`src/hw/rtl/ssrm_pkg.sv`:
```
// package: constants, codes and the stage struct of the serial slave register map
`timescale 1ns / 1ps

package ssrm_pkg;

	localparam int FIFO_DEPTH = 16;
	localparam int FIFO_AW    = $clog2(FIFO_DEPTH);
	localparam int CNT_W      = $clog2(FIFO_DEPTH + 1);
	localparam int FIFO_W     = 16;
	localparam int MAP_DEPTH  = 256;
	localparam int MAP_AW     = 8;
	localparam int FILL_W     = 5;

	localparam int IN_DATA_W  = 32;
	localparam int IN_USER_W  = 4;
	localparam int OUT_DATA_W = 32;
	localparam int CFG_IDX_W  = 1;
	localparam int CFG_DATA_W = 2;

	// actions
	localparam logic [2:0] ACT_BUS       = 3'd0;
	localparam logic [2:0] ACT_POP       = 3'd1;
	localparam logic [2:0] ACT_MAP_READ  = 3'd2;
	localparam logic [2:0] ACT_MAP_WRITE = 3'd3;
	localparam logic [2:0] ACT_SET_PTR   = 3'd4;
	localparam logic [2:0] ACT_CLR_PTR   = 3'd5;
	localparam logic [2:0] ACT_REPLY     = 3'd6;

	// port modes
	localparam logic [1:0] MODE_SPI_M = 2'd0;
	localparam logic [1:0] MODE_SPI_S = 2'd1;
	localparam logic [1:0] MODE_I2C_S = 2'd2;

	// register indexes
	localparam logic [CFG_IDX_W-1:0] CFG_PORT_MODE = 1'd0;
	localparam logic [CFG_IDX_W-1:0] CFG_MAP_EN    = 1'd1;

	// source of data_out
	localparam logic [1:0] DSEL_NONE = 2'd0;
	localparam logic [1:0] DSEL_FIFO = 2'd1;
	localparam logic [1:0] DSEL_MAP  = 2'd2;

	localparam logic [7:0] UNSET_ADDR = 8'hFF;

	typedef struct packed {
		logic              tx_load;
		logic              tx_from_map;
		logic [7:0]        tx_host;
		logic              notify;
		logic [1:0]        dsel;
		logic              map_hit;
		logic [FILL_W-1:0] fill;
	} ssrm_s1_t;

endpackage

```
`src/hw/rtl/serial_slave_register_map_unit.sv`:
```
// top level of the serial slave register map unit
//
//  channel | direction | handshake         | payload
//  s       | in        | s_tvalid/s_tready | s_tdata, s_tuser
//  m       | out       | m_tvalid/m_tready | m_tdata
//  cfg     | in        | cfg_valid/ready   | cfg_index, cfg_data
//
// one item per cycle while m_tready does not stall the output
// the ram read registers at accept, the output register loads when that stage advances
// all accesses issue at accept, so later items see earlier writes without forwarding
// a load and a store at the pointer in one item forward the received byte
// reset clears the map through per-entry valid bits at once, no clearing pass
// with m_tready low the block holds two items, then drops s_tready
`timescale 1ns / 1ps

module serial_slave_register_map_unit import ssrm_pkg::*; (
	input  logic                  clk,
	input  logic                  arst_n,
	input  logic                  s_tvalid,
	output logic                  s_tready,
	// flag_stop, flag_start, flag_read, flag_full, bus_byte, host_addr, host_byte
	input  logic [IN_DATA_W-1:0]  s_tdata,
	// action, flag_data
	input  logic [IN_USER_W-1:0]  s_tuser,
	output logic                  m_tvalid,
	input  logic                  m_tready,
	// tx_load, tx_byte, notify, data_out, addr_out, fill_count
	output logic [OUT_DATA_W-1:0] m_tdata,
	input  logic                  cfg_valid,
	output logic                  cfg_ready,
	input  logic [CFG_IDX_W-1:0]  cfg_index,
	input  logic [CFG_DATA_W-1:0] cfg_data
);

	logic               accept;
	ssrm_s1_t           ctl;
	logic               map_we, fifo_we;
	logic [MAP_AW-1:0]  map_waddr, map_raddr;
	logic [7:0]         map_wdata, map_rdata;
	logic [FIFO_AW-1:0] fifo_waddr, fifo_raddr;
	logic [FIFO_W-1:0]  fifo_wdata, fifo_rdata;

	assign cfg_ready = 1'b1;
	assign accept    = s_tvalid && s_tready;

	ssrm_ctrl u_ctrl (
		.clk        (clk),
		.arst_n     (arst_n),
		.accept     (accept),
		.in_data    (s_tdata),
		.in_user    (s_tuser),
		.cfg_we     (cfg_valid && cfg_ready),
		.cfg_idx    (cfg_index),
		.cfg_wdata  (cfg_data),
		.map_we     (map_we),
		.map_waddr  (map_waddr),
		.map_wdata  (map_wdata),
		.map_raddr  (map_raddr),
		.fifo_we    (fifo_we),
		.fifo_waddr (fifo_waddr),
		.fifo_wdata (fifo_wdata),
		.fifo_raddr (fifo_raddr),
		.ctl        (ctl)
	);

	ssrm_ram #(.WIDTH(8), .DEPTH(MAP_DEPTH)) u_map_ram (
		.clk   (clk),
		.we    (map_we),
		.waddr (map_waddr),
		.wdata (map_wdata),
		.re    (accept),
		.raddr (map_raddr),
		.rdata (map_rdata)
	);

	ssrm_ram #(.WIDTH(FIFO_W), .DEPTH(FIFO_DEPTH)) u_fifo_ram (
		.clk   (clk),
		.we    (fifo_we),
		.waddr (fifo_waddr),
		.wdata (fifo_wdata),
		.re    (accept),
		.raddr (fifo_raddr),
		.rdata (fifo_rdata)
	);

	ssrm_out u_out (
		.clk        (clk),
		.arst_n     (arst_n),
		.accept     (accept),
		.ctl        (ctl),
		.map_rdata  (map_rdata),
		.fifo_rdata (fifo_rdata),
		.in_ready   (s_tready),
		.out_valid  (m_tvalid),
		.out_ready  (m_tready),
		.out_data   (m_tdata)
	);

endmodule

```
`src/hw/rtl/ssrm_ram.sv`:
```
// generic single-port-write ram with registered read
`timescale 1ns / 1ps

module ssrm_ram #(
	parameter int WIDTH = 8,
	parameter int DEPTH = 256
) (
	input  logic                     clk,
	input  logic                     we,
	input  logic [$clog2(DEPTH)-1:0] waddr,
	input  logic [WIDTH-1:0]         wdata,
	input  logic                     re,
	input  logic [$clog2(DEPTH)-1:0] raddr,
	output logic [WIDTH-1:0]         rdata
);

	logic [WIDTH-1:0] mem [DEPTH];

	always_ff @(posedge clk) begin
		if (we) begin
			mem[waddr] <= wdata;
		end
		if (re) begin
			rdata <= mem[raddr];
		end
	end

endmodule

```
`src/hw/rtl/ssrm_ctrl.sv`:
```
// item decode, pointer and fifo bookkeeping, memory access issue
`timescale 1ns / 1ps

module ssrm_ctrl import ssrm_pkg::*; (
	input  logic                  clk,
	input  logic                  arst_n,
	input  logic                  accept,
	input  logic [IN_DATA_W-1:0]  in_data,
	input  logic [IN_USER_W-1:0]  in_user,
	input  logic                  cfg_we,
	input  logic [CFG_IDX_W-1:0]  cfg_idx,
	input  logic [CFG_DATA_W-1:0] cfg_wdata,
	output logic                  map_we,
	output logic [MAP_AW-1:0]     map_waddr,
	output logic [7:0]            map_wdata,
	output logic [MAP_AW-1:0]     map_raddr,
	output logic                  fifo_we,
	output logic [FIFO_AW-1:0]    fifo_waddr,
	output logic [FIFO_W-1:0]     fifo_wdata,
	output logic [FIFO_AW-1:0]    fifo_raddr,
	output ssrm_s1_t              ctl
);

	logic [1:0]           mode_q;
	logic                 map_en_q;
	logic [7:0]           ptr_q;
	logic                 ptr_vld_q;
	logic [FIFO_AW-1:0]   head_q;
	logic [FIFO_AW-1:0]   tail_q;
	logic [CNT_W-1:0]     cnt_q;
	logic [MAP_DEPTH-1:0] map_vld_q;

	logic [2:0] action;
	logic       f_data, f_stop, f_start, f_read, f_full;
	logic [7:0] bus_byte, host_addr, host_byte;

	logic             store, send, push, pop;
	logic [7:0]       ptr_d;
	logic             ptr_vld_d;
	logic [CNT_W-1:0] cnt_d;
	logic [7:0]       store_addr;

	assign action    = in_user[2:0];
	assign f_data    = in_user[3];
	assign f_stop    = in_data[0];
	assign f_start   = in_data[1];
	assign f_read    = in_data[2];
	assign f_full    = in_data[3];
	assign bus_byte  = in_data[11:4];
	assign host_addr = in_data[19:12];
	assign host_byte = in_data[27:20];

	assign store_addr = ptr_vld_q ? ptr_q : UNSET_ADDR;

	always_comb begin
		store     = 1'b0;
		send      = 1'b0;
		ptr_d     = ptr_q;
		ptr_vld_d = ptr_vld_q;
		ctl       = '0;
		ctl.dsel  = DSEL_NONE;
		case (action)
			ACT_BUS: begin
				case (mode_q)
					MODE_SPI_M: begin
						store = f_read | f_full;
					end
					MODE_SPI_S: begin
						if (!ptr_vld_q) begin
							ptr_d     = bus_byte;
							ptr_vld_d = 1'b1;
						end else begin
							store = 1'b1;
							send  = 1'b1;
						end
					end
					MODE_I2C_S: begin
						if (!f_stop && f_start) begin
							if (f_read) begin
								send = 1'b1;
							end else if (f_data) begin
								if (!ptr_vld_q) begin
									ptr_d     = bus_byte;
									ptr_vld_d = 1'b1;
								end else begin
									store = 1'b1;
								end
							end else begin
								ptr_vld_d = 1'b0;
							end
						end
					end
					default: begin
					end
				endcase
				// pointer only moves when it was already set
				if ((send || store) && ptr_vld_q) begin
					ptr_d = ptr_q + 8'd1;
				end
				ctl.notify      = store;
				ctl.tx_load     = send & ptr_vld_q & map_en_q;
				// a load together with a store at the pointer sends the byte just stored
				ctl.tx_from_map = !store;
				ctl.tx_host     = bus_byte;
			end
			ACT_POP: begin
				if (cnt_q != '0) begin
					ctl.dsel = DSEL_FIFO;
				end
			end
			ACT_MAP_READ: begin
				ctl.dsel = DSEL_MAP;
			end
			ACT_SET_PTR: begin
				ptr_d     = host_addr;
				ptr_vld_d = 1'b1;
			end
			ACT_CLR_PTR: begin
				ptr_vld_d = 1'b0;
			end
			ACT_REPLY: begin
				ctl.tx_load = !map_en_q && (mode_q == MODE_SPI_S || mode_q == MODE_I2C_S);
				ctl.tx_host = host_byte;
			end
			default: begin
			end
		endcase
		// map entries never written read as zero
		ctl.map_hit = map_vld_q[map_raddr];
		ctl.fill    = FILL_W'(cnt_d);
	end

	assign push = (action == ACT_BUS) && store && !map_en_q && (cnt_q < CNT_W'(FIFO_DEPTH));
	assign pop  = (action == ACT_POP) && (cnt_q != '0);

	always_comb begin
		cnt_d = cnt_q;
		if (push) begin
			cnt_d = cnt_q + CNT_W'(1);
		end else if (pop) begin
			cnt_d = cnt_q - CNT_W'(1);
		end
	end

	assign map_raddr = (action == ACT_MAP_READ) ? host_addr : ptr_q;
	assign map_we    = accept && ((action == ACT_MAP_WRITE) ||
		((action == ACT_BUS) && store && map_en_q));
	assign map_waddr = (action == ACT_MAP_WRITE) ? host_addr : store_addr;
	assign map_wdata = (action == ACT_MAP_WRITE) ? host_byte : bus_byte;

	assign fifo_we    = accept && push;
	assign fifo_waddr = tail_q;
	assign fifo_wdata = {store_addr, bus_byte};
	assign fifo_raddr = head_q;

	always_ff @(posedge clk or negedge arst_n) begin
		if (!arst_n) begin
			mode_q    <= MODE_I2C_S;
			map_en_q  <= 1'b0;
			ptr_q     <= '0;
			ptr_vld_q <= 1'b0;
			head_q    <= '0;
			tail_q    <= '0;
			cnt_q     <= '0;
			map_vld_q <= '0;
		end else begin
			if (cfg_we) begin
				case (cfg_idx)
					CFG_PORT_MODE: mode_q   <= cfg_wdata;
					CFG_MAP_EN:    map_en_q <= cfg_wdata[0];
					default: begin
					end
				endcase
			end
			if (accept) begin
				ptr_q     <= ptr_d;
				ptr_vld_q <= ptr_vld_d;
				cnt_q     <= cnt_d;
				if (push) begin
					tail_q <= (tail_q == FIFO_AW'(FIFO_DEPTH - 1)) ? '0 : tail_q + FIFO_AW'(1);
				end
				if (pop) begin
					head_q <= (head_q == FIFO_AW'(FIFO_DEPTH - 1)) ? '0 : head_q + FIFO_AW'(1);
				end
			end
			if (map_we) begin
				map_vld_q[map_waddr] <= 1'b1;
			end
		end
	end

endmodule

```
`src/hw/rtl/ssrm_out.sv`:
```
// read-data stage and output register with handshake
`timescale 1ns / 1ps

module ssrm_out import ssrm_pkg::*; (
	input  logic                  clk,
	input  logic                  arst_n,
	input  logic                  accept,
	input  ssrm_s1_t              ctl,
	input  logic [7:0]            map_rdata,
	input  logic [FIFO_W-1:0]     fifo_rdata,
	output logic                  in_ready,
	output logic                  out_valid,
	input  logic                  out_ready,
	output logic [OUT_DATA_W-1:0] out_data
);

	logic                  vld_s1;
	ssrm_s1_t              ctl_s1;
	logic                  out_vld_q;
	logic [OUT_DATA_W-1:0] out_data_q;
	logic                  advance;
	logic [7:0]            map_byte, tx_byte, data_out, addr_out;

	// ram outputs only change on accept, so a stalled stage keeps its read data
	assign advance  = vld_s1 && (!out_vld_q || out_ready);
	assign in_ready = !vld_s1 || advance;

	assign map_byte = ctl_s1.map_hit ? map_rdata : 8'd0;

	always_comb begin
		tx_byte = 8'd0;
		if (ctl_s1.tx_load) begin
			tx_byte = ctl_s1.tx_from_map ? map_byte : ctl_s1.tx_host;
		end
		data_out = 8'd0;
		addr_out = 8'd0;
		case (ctl_s1.dsel)
			DSEL_FIFO: begin
				data_out = fifo_rdata[7:0];
				addr_out = fifo_rdata[15:8];
			end
			DSEL_MAP: begin
				data_out = map_byte;
			end
			default: begin
			end
		endcase
	end

	always_ff @(posedge clk or negedge arst_n) begin
		if (!arst_n) begin
			vld_s1    <= 1'b0;
			out_vld_q <= 1'b0;
		end else begin
			if (accept) begin
				vld_s1 <= 1'b1;
			end else if (advance) begin
				vld_s1 <= 1'b0;
			end
			if (advance) begin
				out_vld_q <= 1'b1;
			end else if (out_ready) begin
				out_vld_q <= 1'b0;
			end
		end
	end

	always_ff @(posedge clk) begin
		if (accept) begin
			ctl_s1 <= ctl;
		end
		if (advance) begin
			out_data_q <= {1'b0, ctl_s1.fill, addr_out, data_out, ctl_s1.notify,
				tx_byte, ctl_s1.tx_load};
		end
	end

	assign out_valid = out_vld_q;
	assign out_data  = out_data_q;

endmodule

```
`config.mk`:
```
export PLATFORM = sky130hd
export DESIGN_NAME = serial_slave_register_map_unit
export DESIGN_NICKNAME = d
export VERILOG_FILES = /design/src/hw/rtl/ssrm_pkg.sv /design/src/hw/rtl/serial_slave_register_map_unit.sv /design/src/hw/rtl/ssrm_ram.sv /design/src/hw/rtl/ssrm_ctrl.sv /design/src/hw/rtl/ssrm_out.sv
export SDC_FILE = /design/constraint.sdc
export NUM_CORES = 2
export LEC_CHECK = 0
export BUFFER_PORTS_ARGS = -buffer_cell sky130_fd_sc_hd__buf_4
export CAP_MARGIN = 20
export CORE_AREA = 3 3 353 616
export CTS_CLUSTER_SIZE = 25
export DETAILED_ROUTE_END_ITERATION = 10
export DIE_AREA = 0 0 356 619
export REMOVE_ABC_BUFFERS = 1
export SLEW_MARGIN = 15
export SYNTH_ARGS = -nofsm -noshare
export SYNTH_HDL_FRONTEND = slang
export SYNTH_SLANG_ARGS = --single-unit
```
`constraint.sdc`:
```
create_clock -name clk -period 4.2 [get_ports clk]
set_input_delay 0.21 -clock clk [delete_from_list [all_inputs] [get_ports clk]]
set_output_delay 0.21 -clock clk [all_outputs]
set_load 0.01 [all_outputs]
```
==> flow_metrics.env <==
export IMPL_status="finished, violations left"
export IMPL_violations="setup timing"
export IMPL_port_buffers=72
export IMPL_power_frac_comb_pct=29.9
export IMPL_ys_top_cells_by_count="2,378 x edfxtp_1, 1,960 x nand2_1, 664 x nand3_1"
export IMPL_seqPwrFrac_pct=40.6
export IMPL_core_area_um2=213000
export IMPL_nets=8446
export IMPL_clk_pin_slew_ns=0.07
export IMPL_ys_seq_area_share_pct=74.1
export IMPL_p_switching_w=0.0255
export IMPL_rows=224
export IMPL_die_area_um2=220000
export IMPL_ir_drop_v=0.000680
export IMPL_whs_path_depth=4
export IMPL_syn_inst=7756
export IMPL_yosysMostFrequentCell="edfxtp_1"
export IMPL_ys_types=89
export IMPL_worstHoldPathType="in2reg"
export IMPL_vias=69800
export IMPL_wl_mm=357
export IMPL_synth_edff_count=2378
export IMPL_viasPerCell=6.12
export IMPL_crit_required_ns=4.83
export IMPL_antenna_left=0
export IMPL_yosysTopAreaCell="edfxtp_1"
export IMPL_dr_first_iter_drc_count=8542
export IMPL_drc=0
export IMPL_htreeDepth=4
export IMPL_area_growth_pct=16.6
export IMPL_cts_buffers=232
export IMPL_gp_congestion=0.961
export IMPL_p_leak_nw=43.8
export IMPL_fmax_mhz=227
export IMPL_grt_max_degree=177
export IMPL_finClkSkew_ns=0.0606
export IMPL_drt_pass1_iterations=6
export IMPL_syn_area_um2=106000
export IMPL_rrSetupSlack_ns=-0.01
export IMPL_finalSetupViolCount=1
export IMPL_r2r_cells=9
export IMPL_setup_slack_ns=-0.214
export IMPL_power_density_nw_per_um2=605
export IMPL_grt_total_usage_pct=32.1
export IMPL_insertion_delay_ns=0.90
export IMPL_crit_type="in2reg"
export IMPL_startpoint_type="primary input"
export IMPL_antenna_found_initial=13
export IMPL_ioPinCount=79
export IMPL_synth_xor_area_share_pct=0.107
export IMPL_start_util_pct=49.8
export IMPL_min_period_ns=4.41
export IMPL_cts_tree="done"
export IMPL_rsz0062_at_grt="false"
export IMPL_dpl_hpwl_mm=240
export IMPL_synth_compound_area_share_pct=5.17
export IMPL_avgSynthCellArea_um2=13.7
export IMPL_drv_slew=0
export IMPL_dieHeight_um=619
export IMPL_die_width_um=356
export IMPL_clockPowerShare_pct=29.5
export IMPL_p_int_w=0.0492
export IMPL_critPathArrivalTime_ns=5.05
export IMPL_synth_seq_cells=2661
export IMPL_slew_headroom_pct=14.1
export IMPL_final_hold_viol_count=0
export IMPL_yosys_warnings=0
export IMPL_holdWs_ns=0.0426
export IMPL_max_cap_violations=0
export IMPL_yosys_area_share_simple_pct=14.3
export IMPL_synthMuxAreaShare_pct=3.93
export IMPL_clkSinkCount=2661
export IMPL_root_buffer="clkbuf_16"
export IMPL_drive_above_1_share_pct=17.1
export IMPL_tightest_slew_ns=1.28
export IMPL_grt_pass1_vias=68700
export IMPL_synthArstFlopShare_pct=10.6
export IMPL_synthDominantCellAreaShare_pct=67.4
export IMPL_switching_share_pct=34.2
export IMPL_synthAdderAreaFrac_pct=0.165
export IMPL_clock_path_buffers=4
export IMPL_grt_first_pass_wirelength_mm=503
export IMPL_worstPathMaxFanout=18
export IMPL_synth_top_family_by_area="simple AND/OR/NAND/NOR gates"
export IMPL_synth_top_cells_by_area="edfxtp_1 67%, nand2_1 6.9%, dfrtp_1 6.7%"
export IMPL_wl_per_cell_um=31.3
export IMPL_crit_path_end_kind="register"
export IMPL_synth_ff_type="edfxtp_1"
export IMPL_grt_overflow=0
export IMPL_place_ws_ns=-0.361
export IMPL_post_route_period_util_pct=105
[worst paths after layout]
check	start	end
setup / recovery	s_tuser[2]	u_map_ram.rdata[6]
hold / removal	s_tuser[1]	u_out.ctl_s1[8]
setup reg to reg	u_ctrl.ptr_q[2]	u_map_ram.rdata[6]
hold reg to reg	u_out.ctl_s1[0]	u_out.out_data[26]
max in group asynchronous	arst_n	u_ctrl.map_vld_q[96]
min in group asynchronous	arst_n	u_ctrl.cnt_q[0]
[placed cells by master, fill, tap and decap left out, types with 25 or more instances in the layout]
master,netlist,final
a21oi_1,115,115
a22oi_1,27,27
a31oi_1,186,185
a32oi_1,63,63
a41oi_1,31,31
and2_1,26,26
and3_1,38,38
buf_12,0,113
buf_4,34,713
bufinv_16,0,27
clkbuf_1,175,51
clkbuf_16,0,237
clkbuf_8,0,29
clkinv_1,0,29
clkinv_2,0,42
dfrtp_1,282,280
dlygate4sd3_1,0,65
edfxtp_1,2378,2378
mux2i_1,192,189
mux4_2,90,90
nand2_1,1960,1934
nand3_1,664,662
nand4_1,184,184
nor2_1,334,330
nor3_1,25,25
o21ai_0,60,59
o21bai_1,130,130
o22ai_1,58,58
or2_2,120,120
[what timing repair did]
action	CTS	global route
resized for setup	0	2
endpoints found under the setup margin	0	51
hold buffers	66	0
hold endpoints to repair	436	0
buffers inserted	0	0
[worst max-delay path: stages]
cell and delay, ns:
dlygate4sd3_1 0.54, buf_4 0.18, or3b_1 0.49, inv_4 0.22, buf_4 0.19, mux2i_4 0.10
buf_12 0.22, nand3_2 0.57, o22ai_1 0.31, o21ai_0 0.57, nand4_1 0.40, nor3_1 0.70
buf_4 0.24, nand3_1 0.07
[kinds of logic after synthesis]
| logic type | count (synthesis) |
|---|---|
| xor gates and xnor gates | 13 |
| other | 2 |
| muxes | 299 |
| adders and majority gates | 14 |
| and+or+nand+nor | 3462 |
| buffers and inverters | 513 |
| AOI/OAI and AO/OA | 792 |
| DFF | 2661 |
[sequential cells by signal (all words and copies together) (netlist names), 8 cells and up]
signal / count
u_ctrl.map_vld_q: 256
u_ctrl.ptr_q: 8
u_fifo_ram.mem: 256
u_fifo_ram.rdata: 16
u_map_ram.mem: 2048
u_map_ram.rdata: 8
u_out.ctl_s1: 19
u_out.out_data: 31
[stage by stage]
| step | instances | setup TNS (ns) | cell area (µm²) | total power, W | utilization (%) |
|---|---|---|---|---|---|
| 5_1_grt | 11400 | 0 | 124000 | 0.0767 | 58.0 |
| 3_5_place_dp | 10900 | -0.578 | 115000 | 0.0526 | 54.0 |
| 3_3_place_gp | 10900 | -0.515 | 115000 | 0.0524 | 54.0 |
| 2_1_floorplan | 7261 | -1183.84 | 104000 | 0.0415 | - |
| 4_1_cts | 11400 | 0 | 124000 | 0.0744 | 58.0 |
| 6_report | 11400 | -0.214 | 124000 | 0.0747 | 58.0 |
[power groups by stage]
stage | Sequential (W) | Clock, W | Combinational [W]
floorplan | 0.0308 | 0 | 0.0107
global placement | 0.0308 | 0 | 0.0215
detailed placement | 0.0309 | 0 | 0.0217
CTS | 0.0303 | 0.0223 | 0.0219
global route | 0.0303 | 0.0232 | 0.0231
finish | 0.0303 | 0.0221 | 0.0223
[per-layer routing]
metal / vias to the layer above / global-route usage, % / wire (µm)
met2: 3663 / 53.7 / 175000
met1: 35200 / 36.2 / 118000
met3: 1049 / 5.79 / 29000
met5: - / 0 / 80
met4: 12 / 25.8 / 34900
li1: 29900 / - / -
[layout make-up]
class | count | area [µm²]
Sequential cell | 2661 | 78500
Clock inverter | 112 | 1240
Clock buffer | 317 | 6520
Fill cell | 16800 | 89500
Antenna cell | 6 | 15.0
Multi-Input combinational cell | 4582 | 25400
Timing Repair Buffer | 893 | 8310
Inverter | 18 | 70.1
Tap cell | 2825 | 3530
Note: power is estimated with default switching activity, not from simulation.
